===== config.mk =====
export PLATFORM = sky130hd
export DESIGN_NAME = window_mean_variance
export DESIGN_NICKNAME = d
export VERILOG_FILES = /design/src/sv/wmv_pkg.sv /design/src/sv/wmv_front.sv /design/src/sv/wmv_queue.sv /design/src/sv/wmv_back.sv /design/src/sv/window_mean_variance.sv
export SDC_FILE = /design/constraint.sdc
export NUM_CORES = 1
export LEC_CHECK = 0
export BUFFER_PORTS_ARGS = -buffer_cell sky130_fd_sc_hd__buf_2
export CORE_ASPECT_RATIO = 1.25
export CORE_MARGIN = 1.5
export CORE_UTILIZATION = 45
export DETAILED_ROUTE_END_ITERATION = 8
export PLACE_DENSITY = 0.71
export SYNTH_ARGS = -nofsm -noshare
export SYNTH_HDL_FRONTEND = slang
export SYNTH_SLANG_ARGS = --single-unit

===== constraint.sdc =====
create_clock -name clk_i -period 9.75 [get_ports clk_i]
set_clock_uncertainty 0.1 [all_clocks]
set_input_delay 2.925 -clock clk_i [delete_from_list [all_inputs] [get_ports clk_i]]
set_output_delay 2.925 -clock clk_i [all_outputs]
set_load 0.1 [all_outputs]

===== src/sv/wmv_pkg.sv =====
package wmv_pkg;

  localparam int unsigned MAX_WINDOW_SIDE = 32;
  localparam int unsigned SIDE_W          = 6;
  localparam int unsigned TARGET_W        = 2 * SIDE_W;
  localparam int unsigned MAX_PIXELS      = MAX_WINDOW_SIDE * MAX_WINDOW_SIDE;
  localparam int unsigned COUNT_W         = $clog2(MAX_PIXELS + 1);

  localparam int unsigned PIXEL_W  = 8;
  localparam int unsigned FRAC_W   = 8;
  localparam int unsigned MEAN_W   = PIXEL_W + FRAC_W;
  localparam int unsigned DIFF_W   = MEAN_W;
  localparam int unsigned TERM_W   = 2 * DIFF_W;
  localparam int unsigned SUM_W    = TERM_W + COUNT_W;
  localparam int unsigned RESULT_W = 24;

  // variance divides sum/256 by count, mean divides sum*256 by count
  localparam int unsigned DIVIDEND_W = SUM_W - FRAC_W;
  localparam int unsigned STEP_W     = $clog2(DIVIDEND_W + 1);
  localparam int unsigned WIDE_W     = SUM_W + FRAC_W;

  localparam int unsigned QUEUE_DEPTH = 4;
  localparam int unsigned QPTR_W      = $clog2(QUEUE_DEPTH);
  localparam int unsigned QCNT_W      = $clog2(QUEUE_DEPTH + 1);

  localparam int unsigned DATA_W = 32;
  localparam int unsigned ADDR_W = 3;

  localparam logic REG_WIDTH_IDX  = 1'b0;
  localparam logic REG_HEIGHT_IDX = 1'b1;

  localparam logic [SIDE_W-1:0] SIDE_RESET = SIDE_W'(3);

  typedef enum logic {
    KIND_MEAN     = 1'b0,
    KIND_VARIANCE = 1'b1
  } kind_e;

  typedef struct packed {
    logic [SUM_W-1:0]   sum;
    logic [COUNT_W-1:0] count;
    kind_e              kind;
  } job_t;

  function automatic logic [SIDE_W-1:0] clamp_side(input logic [SIDE_W-1:0] side);
    logic [SIDE_W-1:0] res;
    res = side;
    if (side == '0) begin
      res = SIDE_W'(1);
    end else if (side > SIDE_W'(MAX_WINDOW_SIDE)) begin
      res = SIDE_W'(MAX_WINDOW_SIDE);
    end
    return res;
  endfunction

endpackage


===== src/sv/wmv_front.sv =====
module wmv_front (
  input  logic                                clk_i,
  input  logic                                rst_ni,
  input  logic                                in_valid_i,
  output logic                                in_stall_o,
  input  logic [wmv_pkg::PIXEL_W-1:0]         pixel_i,
  input  logic                                mode_i,
  input  logic [wmv_pkg::MEAN_W-1:0]          reference_mean_i,
  input  logic [wmv_pkg::SIDE_W-1:0]          window_width_i,
  input  logic [wmv_pkg::SIDE_W-1:0]          window_height_i,
  input  logic [wmv_pkg::QCNT_W-1:0]          queue_level_i,
  output logic                                push_o,
  output wmv_pkg::job_t                       job_o
);

  logic                              accept;
  logic                              first;
  logic                              last;
  wmv_pkg::kind_e                    cur_kind;
  logic [wmv_pkg::MEAN_W-1:0]        cur_mean;
  logic [wmv_pkg::MEAN_W-1:0]        scaled;
  logic [wmv_pkg::DIFF_W-1:0]        diff;
  logic [wmv_pkg::TARGET_W-1:0]      target;
  logic [wmv_pkg::COUNT_W-1:0]       count_inc;

  logic [wmv_pkg::COUNT_W-1:0]       count_q;
  wmv_pkg::kind_e                    kind_q;
  logic [wmv_pkg::MEAN_W-1:0]        mean_q;

  logic                              s1_valid_q;
  logic                              s1_first_q;
  logic                              s1_last_q;
  wmv_pkg::kind_e                    s1_kind_q;
  logic [wmv_pkg::DIFF_W-1:0]        s1_diff_q;
  logic [wmv_pkg::COUNT_W-1:0]       s1_count_q;

  logic [wmv_pkg::TERM_W-1:0]        term;
  logic [wmv_pkg::SUM_W-1:0]         sum_d;
  logic [wmv_pkg::SUM_W-1:0]         sum_q;

  // one in-flight window end may still land after the stall goes up
  assign in_stall_o = queue_level_i >= wmv_pkg::QCNT_W'(wmv_pkg::QUEUE_DEPTH - 1);
  assign accept     = in_valid_i && !in_stall_o;

  assign target    = wmv_pkg::TARGET_W'(wmv_pkg::clamp_side(window_width_i))
                   * wmv_pkg::TARGET_W'(wmv_pkg::clamp_side(window_height_i));
  assign first     = count_q == '0;
  assign count_inc = count_q + wmv_pkg::COUNT_W'(1);
  assign last      = wmv_pkg::TARGET_W'(count_inc) >= target;

  assign cur_kind = first ? wmv_pkg::kind_e'(mode_i) : kind_q;
  assign cur_mean = first ? reference_mean_i : mean_q;
  assign scaled   = {pixel_i, wmv_pkg::FRAC_W'(0)};

  always_comb begin
    if (cur_kind == wmv_pkg::KIND_VARIANCE) begin
      diff = (scaled >= cur_mean) ? (scaled - cur_mean) : (cur_mean - scaled);
    end else begin
      diff = wmv_pkg::DIFF_W'(pixel_i);
    end
  end

  always_ff @(posedge clk_i or negedge rst_ni) begin
    if (!rst_ni) begin
      count_q    <= '0;
      kind_q     <= wmv_pkg::KIND_MEAN;
      mean_q     <= '0;
      s1_valid_q <= 1'b0;
    end else begin
      s1_valid_q <= accept;
      if (accept) begin
        count_q <= last ? '0 : count_inc;
        if (first) begin
          kind_q <= cur_kind;
          mean_q <= cur_mean;
        end
      end
    end
  end

  always_ff @(posedge clk_i) begin
    if (accept) begin
      s1_first_q <= first;
      s1_last_q  <= last;
      s1_kind_q  <= cur_kind;
      s1_diff_q  <= diff;
      s1_count_q <= count_inc;
    end
  end

  always_comb begin
    if (s1_kind_q == wmv_pkg::KIND_VARIANCE) begin
      term = s1_diff_q * s1_diff_q;
    end else begin
      term = wmv_pkg::TERM_W'(s1_diff_q);
    end
    sum_d = (s1_first_q ? '0 : sum_q) + wmv_pkg::SUM_W'(term);
  end

  always_ff @(posedge clk_i or negedge rst_ni) begin
    if (!rst_ni) begin
      sum_q <= '0;
    end else if (s1_valid_q) begin
      sum_q <= sum_d;
    end
  end

  assign push_o     = s1_valid_q && s1_last_q;
  assign job_o.sum   = sum_d;
  assign job_o.count = s1_count_q;
  assign job_o.kind  = s1_kind_q;

  a_count_range: assert property (@(posedge clk_i) disable iff (!rst_ni)
    count_q < wmv_pkg::COUNT_W'(wmv_pkg::MAX_PIXELS))
    else $error("pixel count out of range");

  a_no_push_full: assert property (@(posedge clk_i) disable iff (!rst_ni)
    push_o |-> queue_level_i < wmv_pkg::QCNT_W'(wmv_pkg::QUEUE_DEPTH))
    else $error("window end with queue full");

endmodule


===== src/sv/wmv_queue.sv =====
module wmv_queue (
  input  logic                       clk_i,
  input  logic                       rst_ni,
  input  logic                       push_i,
  input  wmv_pkg::job_t              job_i,
  input  logic                       pop_i,
  output wmv_pkg::job_t              job_o,
  output logic                       empty_o,
  output logic [wmv_pkg::QCNT_W-1:0] level_o
);

  wmv_pkg::job_t               mem_q [wmv_pkg::QUEUE_DEPTH];
  logic [wmv_pkg::QPTR_W-1:0]  wr_ptr_q;
  logic [wmv_pkg::QPTR_W-1:0]  rd_ptr_q;
  logic [wmv_pkg::QCNT_W-1:0]  level_q;

  always_ff @(posedge clk_i or negedge rst_ni) begin
    if (!rst_ni) begin
      wr_ptr_q <= '0;
      rd_ptr_q <= '0;
      level_q  <= '0;
    end else begin
      if (push_i) begin
        wr_ptr_q <= wr_ptr_q + wmv_pkg::QPTR_W'(1);
      end
      if (pop_i) begin
        rd_ptr_q <= rd_ptr_q + wmv_pkg::QPTR_W'(1);
      end
      if (push_i && !pop_i) begin
        level_q <= level_q + wmv_pkg::QCNT_W'(1);
      end else if (pop_i && !push_i) begin
        level_q <= level_q - wmv_pkg::QCNT_W'(1);
      end
    end
  end

  always_ff @(posedge clk_i) begin
    if (push_i) begin
      mem_q[wr_ptr_q] <= job_i;
    end
  end

  assign job_o   = mem_q[rd_ptr_q];
  assign empty_o = level_q == '0;
  assign level_o = level_q;

  a_no_underflow: assert property (@(posedge clk_i) disable iff (!rst_ni)
    pop_i |-> level_q != '0)
    else $error("queue pop while empty");

endmodule


===== src/sv/wmv_back.sv =====
module wmv_back (
  input  logic                         clk_i,
  input  logic                         rst_ni,
  input  wmv_pkg::job_t                job_i,
  input  logic                         empty_i,
  output logic                         pop_o,
  output logic                         out_valid_o,
  input  logic                         out_stall_i,
  output logic [wmv_pkg::RESULT_W-1:0] result_value_o,
  output logic                         result_kind_o
);

  typedef enum logic [1:0] {
    S_IDLE,
    S_DIV,
    S_DONE
  } state_e;

  state_e                             state_q;
  logic [wmv_pkg::COUNT_W-1:0]        rem_q;
  logic [wmv_pkg::COUNT_W-1:0]        div_q;
  logic [wmv_pkg::DIVIDEND_W-1:0]     quo_q;
  logic [wmv_pkg::STEP_W-1:0]         step_q;
  wmv_pkg::kind_e                     kind_q;
  logic                               out_valid_q;
  logic [wmv_pkg::RESULT_W-1:0]       out_value_q;
  logic                               out_kind_q;

  logic [wmv_pkg::WIDE_W-1:0]         shifted;
  logic [wmv_pkg::DIVIDEND_W-1:0]     dividend;
  logic [wmv_pkg::COUNT_W:0]          trial;
  logic                               fits;
  logic [wmv_pkg::COUNT_W:0]          diff;
  logic                               slot_free;
  logic                               over;
  logic [wmv_pkg::RESULT_W-1:0]       sat_value;

  assign pop_o     = (state_q == S_IDLE) && !empty_i;
  assign slot_free = !out_valid_q || !out_stall_i;

  always_comb begin
    shifted = {job_i.sum, wmv_pkg::FRAC_W'(0)};
    if (job_i.kind == wmv_pkg::KIND_VARIANCE) begin
      dividend = job_i.sum[wmv_pkg::SUM_W-1:wmv_pkg::FRAC_W];
    end else begin
      dividend = shifted[wmv_pkg::DIVIDEND_W-1:0];
    end
  end

  // restoring division, one quotient bit per cycle
  assign trial = {rem_q, quo_q[wmv_pkg::DIVIDEND_W-1]};
  assign fits  = trial >= {1'b0, div_q};
  assign diff  = trial - {1'b0, div_q};

  assign over      = |quo_q[wmv_pkg::DIVIDEND_W-1:wmv_pkg::RESULT_W];
  assign sat_value = over ? '1 : quo_q[wmv_pkg::RESULT_W-1:0];

  always_ff @(posedge clk_i or negedge rst_ni) begin
    if (!rst_ni) begin
      state_q     <= S_IDLE;
      step_q      <= '0;
      out_valid_q <= 1'b0;
    end else begin
      if ((state_q == S_DONE) && slot_free) begin
        out_valid_q <= 1'b1;
      end else if (!out_stall_i) begin
        out_valid_q <= 1'b0;
      end
      case (state_q)
        S_IDLE: begin
          if (!empty_i) begin
            state_q <= S_DIV;
            step_q  <= wmv_pkg::STEP_W'(wmv_pkg::DIVIDEND_W - 1);
          end
        end
        S_DIV: begin
          if (step_q == '0) begin
            state_q <= S_DONE;
          end else begin
            step_q <= step_q - wmv_pkg::STEP_W'(1);
          end
        end
        S_DONE: begin
          if (slot_free) begin
            state_q <= S_IDLE;
          end
        end
        default: begin
          state_q <= S_IDLE;
        end
      endcase
    end
  end

  always_ff @(posedge clk_i) begin
    case (state_q)
      S_IDLE: begin
        if (!empty_i) begin
          rem_q  <= '0;
          div_q  <= job_i.count;
          quo_q  <= dividend;
          kind_q <= job_i.kind;
        end
      end
      S_DIV: begin
        rem_q <= fits ? diff[wmv_pkg::COUNT_W-1:0] : trial[wmv_pkg::COUNT_W-1:0];
        quo_q <= {quo_q[wmv_pkg::DIVIDEND_W-2:0], fits};
      end
      S_DONE: begin
        if (slot_free) begin
          out_value_q <= sat_value;
          out_kind_q  <= kind_q;
        end
      end
      default: begin
      end
    endcase
  end

  assign out_valid_o    = out_valid_q;
  assign result_value_o = out_value_q;
  assign result_kind_o  = out_kind_q;

  a_rem_below_div: assert property (@(posedge clk_i) disable iff (!rst_ni)
    (state_q == S_DIV) |-> (rem_q < div_q))
    else $error("divider remainder not below divisor");

  a_div_nonzero: assert property (@(posedge clk_i) disable iff (!rst_ni)
    (state_q == S_DIV) |-> (div_q != '0))
    else $error("zero pixel count reached divider");

endmodule


===== src/sv/window_mean_variance.sv =====
// Channel  Direction  Handshake                   Payload
// config   in/out     psel, penable, pready       paddr, pwdata, pwrite, prdata
// pixel    in         in_valid_i / in_stall_o     pixel_i, mode_i, reference_mean_i
// result   out        out_valid_o / out_stall_i   result_value_o, result_kind_o
//
// Pixels are taken one per cycle while in_stall_o is low. A window's sum is queued in the cycle after its last pixel.
// The shared divider serves both mean and variance windows and finishes one window before it
// pops the next; the job queue stalls the pixel side at three entries.
// Reset is asynchronous, active low; both side registers come out of reset at 3.
// A stalled result holds in the output register while the divider works on the next window.
module window_mean_variance (
  input  logic                              clk_i,
  input  logic                              rst_ni,
  input  logic                              psel,
  input  logic                              penable,
  input  logic                              pwrite,
  input  logic [wmv_pkg::ADDR_W-1:0]        paddr,
  input  logic [wmv_pkg::DATA_W-1:0]        pwdata,
  output logic [wmv_pkg::DATA_W-1:0]        prdata,
  output logic                              pready,
  input  logic                              in_valid_i,
  output logic                              in_stall_o,
  input  logic [wmv_pkg::PIXEL_W-1:0]       pixel_i,
  input  logic                              mode_i,
  input  logic [wmv_pkg::MEAN_W-1:0]        reference_mean_i,
  output logic                              out_valid_o,
  input  logic                              out_stall_i,
  output logic [wmv_pkg::RESULT_W-1:0]      result_value_o,
  output logic                              result_kind_o
);

  logic [wmv_pkg::SIDE_W-1:0]  width_q;
  logic [wmv_pkg::SIDE_W-1:0]  height_q;
  logic                        cfg_write;
  logic                        reg_idx;

  logic                        push;
  logic                        pop;
  logic                        empty;
  logic [wmv_pkg::QCNT_W-1:0]  level;
  wmv_pkg::job_t               push_job;
  wmv_pkg::job_t               head_job;

  assign pready    = 1'b1;
  assign cfg_write = psel && penable && pwrite && pready;
  assign reg_idx   = paddr[wmv_pkg::ADDR_W-1];

  always_ff @(posedge clk_i or negedge rst_ni) begin
    if (!rst_ni) begin
      width_q  <= wmv_pkg::SIDE_RESET;
      height_q <= wmv_pkg::SIDE_RESET;
    end else if (cfg_write) begin
      if (reg_idx == wmv_pkg::REG_HEIGHT_IDX) begin
        height_q <= pwdata[wmv_pkg::SIDE_W-1:0];
      end else begin
        width_q <= pwdata[wmv_pkg::SIDE_W-1:0];
      end
    end
  end

  assign prdata = (reg_idx == wmv_pkg::REG_HEIGHT_IDX) ? wmv_pkg::DATA_W'(height_q)
                                                       : wmv_pkg::DATA_W'(width_q);

  wmv_front u_front (
    .clk_i            (clk_i),
    .rst_ni           (rst_ni),
    .in_valid_i       (in_valid_i),
    .in_stall_o       (in_stall_o),
    .pixel_i          (pixel_i),
    .mode_i           (mode_i),
    .reference_mean_i (reference_mean_i),
    .window_width_i   (width_q),
    .window_height_i  (height_q),
    .queue_level_i    (level),
    .push_o           (push),
    .job_o            (push_job)
  );

  wmv_queue u_queue (
    .clk_i   (clk_i),
    .rst_ni  (rst_ni),
    .push_i  (push),
    .job_i   (push_job),
    .pop_i   (pop),
    .job_o   (head_job),
    .empty_o (empty),
    .level_o (level)
  );

  wmv_back u_back (
    .clk_i          (clk_i),
    .rst_ni         (rst_ni),
    .job_i          (head_job),
    .empty_i        (empty),
    .pop_o          (pop),
    .out_valid_o    (out_valid_o),
    .out_stall_i    (out_stall_i),
    .result_value_o (result_value_o),
    .result_kind_o  (result_kind_o)
  );

endmodule


---- Word level (Yosys, flattened, before mapping) ----
Memory sizes are Yosys's and may differ from the RTL's.
Index checks and enable logic that the tools add are counted.
storage, ports and cells
  logic and storage cells ................. 116
  output and inout port bits .............. 60
  bits in registers ....................... 213
  memories kept ........................... 1
  RAM bits ................................ 220
  input bits .............................. 67
operators by class
  eq/ne operators ......................... 7
  add/subtract/negate cells ............... 10
  multiply operators ...................... 2
  magnitude comparators ................... 6
  reductions and logical operators ........ 32
  bitwise operators ....................... 2
  muxes and demuxes ....................... 31
memories
  memory         depth  bits a word  read ports  clocked after Yosys merged registers in  write ports  RTL line         RTL
  u_queue.mem_q  4      55           1           0                                        1            wmv_queue.sv:12  wmv_pkg::job_t mem_q [wmv_pkg::QUEUE_DEPTH];
operator list
  cell                                            count
  2-to-1 mux 35 bit                               2
  case mux 35 bit (2 select lines)                1
  adder 43 x 32 -> 43 bit                         1
  2-to-1 mux 43 bit                               1
  2-to-1 mux 6 bit                                7
  2-to-1 mux 11 bit                               3
  multiplier 16 x 16 -> 32 bit                    1
  2-to-1 mux 16 bit                               2
  2-to-1 mux 32 bit                               1
  subtractor 16 bit                               2
  case mux 11 bit (2 select lines)                1
  zero test 6 bit                                 3
  greater-or-equal comparator 16 bit              1
  greater-or-equal comparator 11 x 12 -> 1 bit    1
  greater-or-equal comparator 12 x 11 -> 1 bit    1
  > comparator 6 bit (second input constant)      2
  multiplier 6 x 6 -> 12 bit                      1
  case mux 6 bit (2 select lines)                 1
  AND reduction 2 bit                             6
  adder 11 x 1 -> 11 bit (second input constant)  1
  zero test 11 bit                                1
  OR reduction 11 bit                             1
  subtractor 11 bit                               1
  logical AND 1 bit                               8
  21 further kinds                                40

---- Depth between registers and ports, before layout ----
  word-level depth ........................ 6
  mapped depth ............................ 38
  gate-level depth less buffers ........... 34

---- Modules after synthesis ----
A second synthesis with hierarchy kept.
unflattened totals
  cell total of the unflattened synthesis .. 2577
  area total of the unflattened synthesis .. 29749.8 um2
modules (own cells, without submodules)
  module                cells each  area each (um2)  times used
  wmv_front             1820        16219.3          1
  wmv_queue             320         8316.7           1
  wmv_back              375         4448.0           1
  window_mean_variance  62          765.7            1

---- Worst setup path before layout ----
Ideal clock, no wire load.
  path kind ............................... reg-to-reg
  start point ............................. register u_front.s1_diff_q[4] in the netlist's numbering
  end point ............................... memory u_queue.mem_q[0][54] in the netlist's numbering (data pin)
  buffers on the path ..................... 3
  clock period less this slack ............ 8335 ps
  slack ................................... 1415 ps
  cell stages (with the launch flop) ...... 33
  data arrival time ....................... 7961 ps
  data required time ...................... 9377 ps
  cell sequence ........................... edfxtp_1 clkbuf_1 clkbuf_1 nand2_1 fa_1 fa_1 inv_1 fa_1 fa_1 fa_1 inv_1 fa_1 inv_1 ha_1 nand3_1 a2111oi_0 nor2_1 a21oi_1 o21ai_0 a22oi_1 xnor2_1 nor2_1 ha_1 clkbuf_1 a21o_1 a31o_2 a21oi_1 o21ai_0 a21oi_1 nand2_1 a21oi_1 nor2_1 xnor2_1
RTL lines
  element                 RTL line         RTL
  from (decl)             wmv_front.sv:34  logic [wmv_pkg::DIFF_W-1:0] s1_diff_q;
  from (signal assigned)  wmv_front.sv:86  s1_diff_q <= diff;
  to (decl)               wmv_queue.sv:12

==> impl_metrics.tcl <==
set metrics [dict create \
    antenna_found_initial 0 \
    drc 0 \
    cp_max_fo 11 \
    via_per_inst 5.39 \
    die_h_um 291 \
    placed_cell_area_mm2 0.0310 \
    drt_iter0_drc 1188 \
    synth.ff_latch_count 433 \
    grt_use_total_pct 18.7 \
    postRouteAntennaNets 0 \
    report.final.hold_viol_count 0 \
    crit_path_start_kind "flip-flop" \
    boundaryPins 127 \
    finalSetupTns_ns 0 \
    die_area_mm2 0.0678 \
    cts.clk_slew.worst_paths_ns 0.07 \
    maxCapViolations 0 \
    crit_family "adder cells" \
    path_class "reg -> reg" \
    outcome "complete, no violations" \
    grt_max_degree 64 \
    rsz0062_at_grt "no" \
    drtPass1Iterations 5 \
    cp.arrival_ns 9.48 \
    layout.nets 3150 \
    cts_resized 0 \
    n_antenna_cell 0 \
    grt_pass1_wl_um 102000 \
    gp_congestion 0.867 \
    rrSetupSlack_ns 0.50 \
    setup_viol 0 \
    grt_overflow 0 \
    r2r_cells 30 \
    required_ns 9.98 \
    async_flop_share_pct 23.1 \
    relSlewSlack_pct 25.5 \
    die_w_um 233 \
    cts_made_buffers 44 \
    core_area_mm2 0.0656 \
    max_stage_delay_ns 0.55 \
    synth_flop_cell "edfxtp_1" \
    endpoint_kind "flip-flop" \
    seq_area_frac_synth_pct 42.0 \
    hold_path_class "reg -> reg" \
    htreeDepth 2 \
    area_growth_pct 9.66 \
    start_util_pct 45.4 \
    final.min_clock_period_ns 9.25 \
    maxSlewViolCount 0 \
    ys_types 74 \
    drive_gt1_share_pct 13.7 \
    grt_pass1_vias 20400 \
    cts_tree "done" \
    numPortBuffers 71 \
    hold_buffers 0 \
    worst_hold_path.num_cells 0 \
    clockBufferDepth 3 \
    tightest_slew_ns 1.11 \
    core.rowCount 105 \
    syn_area_per_cell_um2 11.3 \
    path_common_cell "fa_1" \
    syn_area_mm2 0.0298 \
    crit_slowest_cell "a21oi_1" \
    cts-root-buf "clkbuf_16" \
    hold_ws_ns 0.323 \
    fin_area_mm2 0.0327 \
    fin_crit_sh_pct 94.8 \
    clk_latency_ns 0.58 \
    synth_edf_count 333 \
    rr_endpoint "u_queue.mem_q[3][54]$_DFFE_PP_" \
    cts_setup_buffers 0 \
    min_to "u_back.result_kind_o$_DFFE_PP_" \
    cts_sinks 433 \
    dp_hpwl_um 46100 \
    min_from "u_back.kind_q$_DFFE_PP_" \
    syn_inst 2633 \
    wirelength_um 62400 \
    critPathBufInv 5 \
    r2r-start "u_front.s1_diff_q[2]$_DFFE_PP_" \
    yosys_warnings 0 \
    wl_per_cell_um 17.4 \
    vias 19400 \
    max_freq_ghz 0.108 \
]
==> area by class of cell <==
class	count	area (µm²)
clock inverters	26	300
repair buffers	119	718
well taps	856	1070
clock buffers	56	1240
flip-flops and latches	433	12500
multi-input cells	1755	15500
inverters	347	1300
fillers	5600	32900
==> sequential cells by signal, summed over array words and instances, names as in the netlist, 2 cells and up <==
register and cells:
u_queue.rd_ptr_q 2, u_front.s1_diff_q 16, height_q 6, u_queue.mem_q 220, u_back.step_q 6, u_front.s1_count_q 11
u_back.div_q 11, u_front.count_q 11, u_back.quo_q 35, u_back.state_q 2, width_q 6, u_front.sum_q 43
u_back.rem_q 11, u_queue.wr_ptr_q 2, u_back.result_value_o 24, u_front.mean_q 16, u_queue.level_o 3
==> through the flow <==
step | utilization, % | std cells | worst slack, ns
2_1_floorplan | - | 2658 | 1.42
3_3_place_gp | 47.3 | 3494 | 0.577
3_5_place_dp | 47.3 | 3494 | 0.431
4_1_cts | 49.7 | 3576 | 0.381
5_1_grt | 49.8 | 3592 | 0.0639
6_report | 49.8 | 3592 | 0.504
==> synthesized netlist by cell type, types with 9 or more instances <==
| master | instances | area (µm²) |
|---|---|---|
| mux2_2 | 74 | 833 |
| nor2_1 | 123 | 462 |
| xor2_1 | 40 | 350 |
| nor4_1 | 13 | 81.3 |
| a21oi_1 | 87 | 435 |
| o21ai_0 | 96 | 480 |
| or3_1 | 9 | 56.3 |
| ha_1 | 201 | 2510 |
| and3_1 | 17 | 106 |
| or2_2 | 31 | 194 |
| o21bai_1 | 18 | 135 |
| o21ai_1 | 12 | 60.1 |
| edfxtp_1 | 333 | 10000 |
| nor2b_1 | 61 | 382 |
| mux2i_1 | 51 | 510 |
| nand2_1 | 235 | 882 |
| nor3_1 | 25 | 125 |
| mux4_2 | 55 | 1240 |
| clkbuf_1 | 82 | 308 |
| nand2b_1 | 23 | 144 |
| a211oi_1 | 10 | 75.1 |
| buf_1 | 10 | 37.5 |
| a21o_1 | 47 | 353 |
| nand3_1 | 49 | 245 |
| inv_1 | 345 | 1290 |
| buf_4 | 27 | 203 |
| and2_1 | 59 | 369 |
| fa_1 | 182 | 3640 |
| dfrtp_1 | 96 | 2400 |
| xnor2_1 | 78 | 683 |
| nand4_1 | 15 | 93.8 |
| a31oi_1 | 12 | 75.1 |
==> per-layer routing <==
| metal | vias up | GRT usage [%] | wire length (µm) |
|---|---|---|---|
| met1 | 9653 | 22.6 | 25300 |
| met3 | 110 | 2.04 | 2580 |
| met5 | - | 0 | 0 |
| met2 | 471 | 34.2 | 32800 |
| li1 | 9133 | - | - |
| met4 | 0 | 6.37 | 1760 |
==> worst max path at each step <==
stage,from,slack (ns),end,cells past startpoint
finish,u_front.s1_diff_q[2]$_DFFE_PP_,0.50,u_queue.mem_q[3][54]$_DFFE_PP_,30
global route,u_front.s1_diff_q[8]$_SDFFCE_PN0P_,0.06,u_queue.mem_q[1][54]$_DFFE_PP_,30
CTS,u_front.s1_diff_q[6]$_DFFE_PP_,0.38,u_queue.mem_q[3][54]$_DFFE_PP_,29
detailed placement,u_front.s1_diff_q[6]$_DFFE_PP_,0.43,u_queue.mem_q[3][54]$_DFFE_PP_,29
global placement,u_front.s1_diff_q[6]$_DFFE_PP_,0.58,u_queue.mem_q[0][54]$_DFFE_PP_,29
floorplan,u_front.s1_diff_q[4]$_DFFE_PP_,1.42,u_queue.mem_q[0][54]$_DFFE_PP_,32
==> logic make-up (layout without fill, tap and decap cells) <==
kind of cell	Yosys count	count (layout)	share of synthesized area [%]
AOI/OAI and AO/OA	361	361	7.68
xor gates and xnor gates	118	118	3.47
adders and majority gates	383	383	20.7
buffers and inverters	470	548	6.28
DFF	433	433	42.0
muxes	180	180	8.67
other	2	27	0.0252
and+or+nand+nor	686	686	11.2
==> cells in the final DEF, fill, tap and decap left out, drive strengths merged, types with 9 or more instances in the layout <==
| cell type | netlist | final |
|---|---|---|
| mux2 | 74 | 74 |
| nor4 | 13 | 13 |
| and3 | 17 | 17 |
| a21o | 47 | 47 |
| a31oi | 12 | 12 |
| fa | 182 | 182 |
| o21ai | 108 | 108 |
| conb | 2 | 27 |
| dfrtp | 96 | 96 |
| nand3 | 49 | 49 |
| ha | 201 | 201 |
| edfxtp | 333 | 333 |
| and2 | 60 | 60 |
| nor3 | 25 | 25 |
| mux2i | 51 | 51 |
| a21oi | 87 | 87 |
| nand2b | 23 | 23 |
| xor2 | 40 | 40 |
| or2 | 31 | 31 |
| xnor2 | 78 | 78 |
| or3 | 9 | 9 |
| inv | 345 | 353 |
| o21bai | 18 | 18 |
| nor2 | 123 | 123 |
| clkinv | 2 | 11 |
| nand2 | 235 | 235 |
| buf | 41 | 119 |
| clkbuf | 82 | 56 |
| nor2b | 61 | 61 |
| mux4 | 55 | 55 |
| a211oi | 11 | 11 |
| nand4 | 15 | 15 |
Power is left out: the tool's default activity adds up to more than one toggle a clock period on the data nets, which glitch-free logic cannot reach.
